### src/design/rrc_pkg.sv
// Shared constants, angle table and queue status type for the rotated rectangle block.
package rrc_pkg;

	localparam int COORD_BITS_DEF = 24;
	localparam int TRIG_STEPS_DEF = 16;

	localparam int ANGLE_BITS   = 17;
	localparam int TRIG_W       = 32;
	localparam int Z_W          = 33;
	localparam int ATAN_ENTRIES = 24;

	localparam logic signed [ANGLE_BITS:0] FULL_TURN    = 18'sd46080;
	localparam logic signed [ANGLE_BITS:0] QUARTER_TURN = 18'sd11520;
	localparam logic signed [TRIG_W-1:0]   HALF_GAIN    = 32'sd326016437;

	localparam logic [1:0] QUAD_0 = 2'd0;
	localparam logic [1:0] QUAD_1 = 2'd1;
	localparam logic [1:0] QUAD_2 = 2'd2;
	localparam logic [1:0] QUAD_3 = 2'd3;

	// atan(2^-i) in degrees, 24 fraction bits
	localparam logic signed [Z_W-1:0] ATAN_TAB [ATAN_ENTRIES] = '{
		33'sd754974720, 33'sd445687602, 33'sd235489089, 33'sd119537938,
		33'sd60000934, 33'sd30029717, 33'sd15018523, 33'sd7509720,
		33'sd3754917, 33'sd1877466, 33'sd938734, 33'sd469367,
		33'sd234684, 33'sd117342, 33'sd58671, 33'sd29335,
		33'sd14668, 33'sd7334, 33'sd3667, 33'sd1833,
		33'sd917, 33'sd458, 33'sd229, 33'sd115
	};

	typedef struct packed {
		logic full;
		logic empty;
	} fifo_stat_t;

endpackage

### src/design/rrc_fifo.sv
// Short queue between the trig front end and the geometry back end.
module rrc_fifo #(
	parameter int W = 8
) (
	input  logic                clk,
	input  logic                arst_n,
	input  logic                push,
	input  logic [W-1:0]        wdata,
	input  logic                pop,
	output logic [W-1:0]        rdata,
	output rrc_pkg::fifo_stat_t stat
);
	import rrc_pkg::*;

	localparam int DEPTH = 4;

	logic [W-1:0] mem_q [DEPTH];
	logic [1:0]   wptr_q, rptr_q;
	logic [2:0]   cnt_q;

	assign stat.full  = (cnt_q == 3'(DEPTH));
	assign stat.empty = (cnt_q == 3'd0);
	assign rdata      = mem_q[rptr_q];

	always_ff @(posedge clk) begin
		if (push) mem_q[wptr_q] <= wdata;
	end

	always_ff @(posedge clk or negedge arst_n) begin
		if (!arst_n) begin
			wptr_q <= '0;
			rptr_q <= '0;
			cnt_q  <= '0;
		end else begin
			if (push) wptr_q <= wptr_q + 2'd1;
			if (pop)  rptr_q <= rptr_q + 2'd1;
			cnt_q <= cnt_q + 3'(push) - 3'(pop);
		end
	end

endmodule

### config.mk
export PLATFORM = sky130hd
export DESIGN_NAME = rrc_fifo
export DESIGN_NICKNAME = d
export VERILOG_FILES = /design/src/design/rrc_pkg.sv /design/src/design/rrc_fifo.sv
export SDC_FILE = /design/constraint.sdc
export NUM_CORES = 1
export LEC_CHECK = 0
export ABC_AREA = 1
export BUFFER_PORTS_ARGS = -buffer_cell sky130_fd_sc_hd__buf_2
export CAP_MARGIN = 20
export CORE_AREA = 2 2 71 73
export CTS_CLUSTER_SIZE = 16
export DETAILED_ROUTE_END_ITERATION = 10
export DIE_AREA = 0 0 73 75
export GPL_TIMING_DRIVEN = 0
export PLACE_DENSITY_LB_ADDON = 0.05
export SLEW_MARGIN = 20
export SYNTH_ARGS = -nofsm -noshare
export SYNTH_HDL_FRONTEND = slang
export SYNTH_SLANG_ARGS = --single-unit
### constraint.sdc
create_clock -name clk -period 2.1 [get_ports clk]
set_input_delay 0 -clock clk [delete_from_list [all_inputs] [get_ports clk]]
set_output_delay 0 -clock clk [all_outputs]
set_load 0.01 [all_outputs]
### Word level (Yosys, flattened, before mapping)

Memories as Yosys holds them, arrays and structs flattened.
Index checks and enable logic that the tools add are counted.
W data, S select, Z words.

| operators by class | value |
|---|---|
| add/sub/neg operators | 4 |
| equality and inequality tests | 1 |
| multiplexer cells | 2 |
| reductions and logical operators | 1 |

Operators by type and width:

| kind | count |
|---|---|
| $add A2 B1 Y2 const B | 2 |
| $add A3 B1 Y3 | 1 |
| $eq A3 B3 Y1 const B | 1 |
| $logic_not A3 Y1 | 1 |
| $sub A3 B1 Y3 | 1 |
| $mux W1 | 2 |

| storage, ports and cells | value |
|---|---|
| register bits | 7 |
| memory bits (writable) | 32 |
| bits of input ports | 12 |
| logic and storage cells | 12 |
| memories | 1 |

Memory list:

| memory | depth | width | read ports | clocked after Yosys merged registers in | wr ports | line | source |
|---|---|---|---|---|---|---|---|
| mem_q | 4 | 8 | 1 | 0 | 1 | rrc_fifo.sv:17 | `logic [W-1:0] mem_q [DEPTH];` |

### Longest topological paths before layout

| logic depth | value |
|---|---|
| depth in word-level cells | 2 |
| depth in mapped cells | 10 |
| mapped depth without buffers | 10 |

### Worst setup path after synthesis

OpenSTA, ideal clock, no wires.

| timing | value |
|---|---|
| kind | register to register |
| from | register cnt_q[0] |
| to | register cnt_q[2] |
| setup time | 0.117 ns |
| arrival time | 1.434 ns |
| path slack | 0.549 ns |
| stages on the path, launching flop included | 10 |
| buffers on the path | 0 |
| cell sequence | dfrtp_1 > inv_1 > ha_1 > inv_1 > ha_1 > fa_1 > inv_1 > nand2_1 > nand3_1 > nand2_1 |

| between the ends | value |
|---|---|
| longest elaborated chain between the ends | 2 |

RTL lines:

| element | line | source |
|---|---|---|
| start: declaration | rrc_fifo.sv:19 | `logic [2:0] cnt_q;` |
| start signal: assignment | rrc_fifo.sv:37 | `cnt_q <= cnt_q + 3'(push) - 3'(pop);` |
| $add A3 B1 Y3 | rrc_fifo.sv:37 |  |
| $sub A3 B1 Y3 | rrc_fifo.sv:37 |  |

Every way passes these cells.
A chain may end at the register's enable or synchronous reset.

### Worst setup path in the final report

Ends and elaborated chain as after synthesis.

==> metrics.txt <==
result of the run=completed; final hold slack=0.07158 ns; worst setup timing slack at the placement stage=0.3483 ns; aggregate negative setup slack=0 ns; pin count of the biggest net entering global routing=13; setup clock skew after layout=0.006095 ns; root buffer cell=sky130_fd_sc_hd__clkbuf_8; First-pass DRT Iterations=4; routability congestion estimate from global placement=0.6780; I/O pins=22; Synth async-reset ratio=0.1795; count of maximum capacitance violations=0; top-count cell post-synth=sky130_fd_sc_hd__inv_1; Worst Tran Pin Value=0.3986 ns; wire length of the first global-routing pass=5444 µm; dominant cells by area after synthesis=sky130_fd_sc_hd__edfxtp_1 (53%), sky130_fd_sc_hd__dfrtp_1 (9.7%), sky130_fd_sc_hd__inv_1 (9.2%); worst supply voltage drop on vdd=0.0005062 V; type of element launching the critical path=flip-flop; syn nets=190; data arrival time of the critical path=1.92 ns; area share of the leading cell type in the synthesized netlist=0.5341; prevailing post-synth register cell=sky130_fd_sc_hd__edfxtp_1; final count of hold timing violations=0; antenna violations before repair=0; fraction of final layout cells sized beyond drive strength 1=0.2038; postcts setup bufs=0; post-route fraction of the period consumed by the critical path=0.8304; Critical Path End Type=flip-flop; GRT overflow=0; post-CTS clock slew at the launch and capture registers of the worst setup and hold paths=0.07 ns; number of CTS-inserted buffers=5; Final ANT Viol Nets=0; count of cells along the worst register-to-register path=9; total power divided by cell area=1266 nW/µm²; setup slack on the worst flop-to-flop path=0.36 ns; die height=75 µm; area of the mapped netlist=1799 µm²; worst min-delay path category=in2async; H-Tree Level Count=2; drt via density=4.506; routed wire length per instance=12.85 µm; Port-buffer cells=21; synth-to-layout area growth=20.79%; number of pins with negative max-slew slack in the final report=0; antenna cell count=0; Yosys reg bits=39; number of enable-type register cells in the synthesized netlist=32; TritonCTS clock tree=yes; total power of the final layout=2.751 mW; via count=1194; Nets=229; final critical path time including I/O delays and setup=1.744 ns; Row Count=25; required time at the endpoint of the critical path=2.28 ns; GRT Resource Usage Total=0.1414; Slew HR=0.7340; path type of the worst setup path=reg2reg; post-route setup slack=0.3562 ns; DP HPWL=2310 µm; share of synthesized area occupied by flip-flops and latches=0.6314; insertion delay of the later-clocked pin in the worst-skew pair=0.29 ns; total wire length after detailed routing=3405 µm; worst-case clock buffer depth=2; via count of the first global-routing pass=1184; Crit Path Max Fanout=3; leading post-synthesis cells by instance count=sky130_fd_sc_hd__inv_1 (44), sky130_fd_sc_hd__nand2_1 (43), sky130_fd_sc_hd__edfxtp_1 (32); total die area=5475 µm²; cell count after synthesis=171; syn_area_per_cell=10.52 µm²; DRT iter0 DRCs=23; number of sinks handled by clock tree synthesis=39; total of warnings raised by yosys=0; Cell variety after synth=17; unrepaired setup endpoints after global routing=no; final-report setup violation count=0; initial standard-cell utilization of the core=0.3860; x dimension of the die=73 µm; floorplan core area=4661 µm²; total leakage power=1.075 nW; residual DRC count=0; highest clock rate=573.5 MHz; leading area contributor after synthesis=sky130_fd_sc_hd__edfxtp_1
layout make-up:
| class | count | area [µm²] |
|---|---|---|
| timing repair buffer | 32 | 215.2 |
| multi-input combinational | 81 | 432.9 |
| fill | 436 | 2487 |
| buffer | 5 | 52.55 |
| sequential | 39 | 1136 |
| inverter | 46 | 177.7 |
| tap | 54 | 67.56 |
| clock buffer | 7 | 86.33 |
| clock inverter | 1 | 5.005 |
timing repair:
action,in CTS,in global routing
hold endpoints to repair,41,0
hold buffers,11,0
resized for setup,0,0
state kept, by name, summed over array words and instances (netlist names):
name and cells:
cnt_q 3, mem_q 32, rptr_q 2, wptr_q 2
routing by layer:
metal,GRT usage,vias up,wire length (µm)
met5,0,-,0
met1,0.1518,562,1393
met2,0.2583,21,1831
met3,0.03748,10,94
met4,0.06790,0,86
li1,-,601,-
cell usage in the layout (no fill, tap or decap):
cell	netlist	routed
sky130_fd_sc_hd__xor2_1	3	3
sky130_fd_sc_hd__nor3_1	2	2
sky130_fd_sc_hd__dlygate4sd3_1	0	11
sky130_fd_sc_hd__fa_1	1	1
sky130_fd_sc_hd__buf_12	1	1
sky130_fd_sc_hd__dfrtp_1	7	7
sky130_fd_sc_hd__clkbuf_1	0	1
sky130_fd_sc_hd__inv_1	44	44
sky130_fd_sc_hd__nand2_2	8	8
sky130_fd_sc_hd__clkbuf_8	0	6
sky130_fd_sc_hd__edfxtp_1	32	32
sky130_fd_sc_hd__buf_2	1	22
sky130_fd_sc_hd__inv_2	1	1
sky130_fd_sc_hd__nand2_1	43	43
sky130_fd_sc_hd__clkbuf_2	1	1
sky130_fd_sc_hd__buf_6	2	2
sky130_fd_sc_hd__inv_6	1	1
sky130_fd_sc_hd__o21ai_0	1	1
sky130_fd_sc_hd__clkinv_2	0	1
sky130_fd_sc_hd__nand3_1	17	17
sky130_fd_sc_hd__ha_1	6	6
logic make-up after synthesis:
group,synth area share
XOR/XNOR,0.01461
adder cells (fa/ha/maj),0.05285
buffers and inverters,0.1279
AO/OA/AOI/OAI,0.002779
AND/OR/NAND/NOR,0.1704
flip-flops,0.6314
final timing paths:
kind,from,endpoint
hold / removal,arst_n,cnt_q[2]
max in group asynchronous,arst_n,wptr_q[1]
setup reg to reg,cnt_q[0],cnt_q[2]
min in group clk,wdata[1],mem_q[3][1]
hold reg to reg,wptr_q[0],wptr_q[0]
setup / recovery,cnt_q[0],cnt_q[2]
metrics by stage:
step	utilization	instances	area (µm²)
5_1_grt	0.4663	265	2173
4_1_cts	0.4663	265	2173
6_report	0.4663	265	2173
3_3_place_gp	0.4231	246	1972
3_5_place_dp	0.4231	246	1972
2_1_floorplan	-	171	1799
critical path, cell delays in order, from the launching register on:
cell                      delay [ns]
sky130_fd_sc_hd__dfrtp_1        0.38
sky130_fd_sc_hd__inv_1          0.06
sky130_fd_sc_hd__ha_1           0.26
sky130_fd_sc_hd__inv_1          0.04
sky130_fd_sc_hd__ha_1           0.20
sky130_fd_sc_hd__fa_1           0.42
sky130_fd_sc_hd__inv_1          0.10
sky130_fd_sc_hd__nand2_1        0.07
sky130_fd_sc_hd__nand3_1        0.08
sky130_fd_sc_hd__nand2_1        0.05
power breakdown:
group	internal, mW	switching, mW
Combinational	0.431	0.703
Clock	0.265	0.238
Sequential	1.04	0.0761
Total	1.73	1.02
Power figures use the tool's default switching activity.
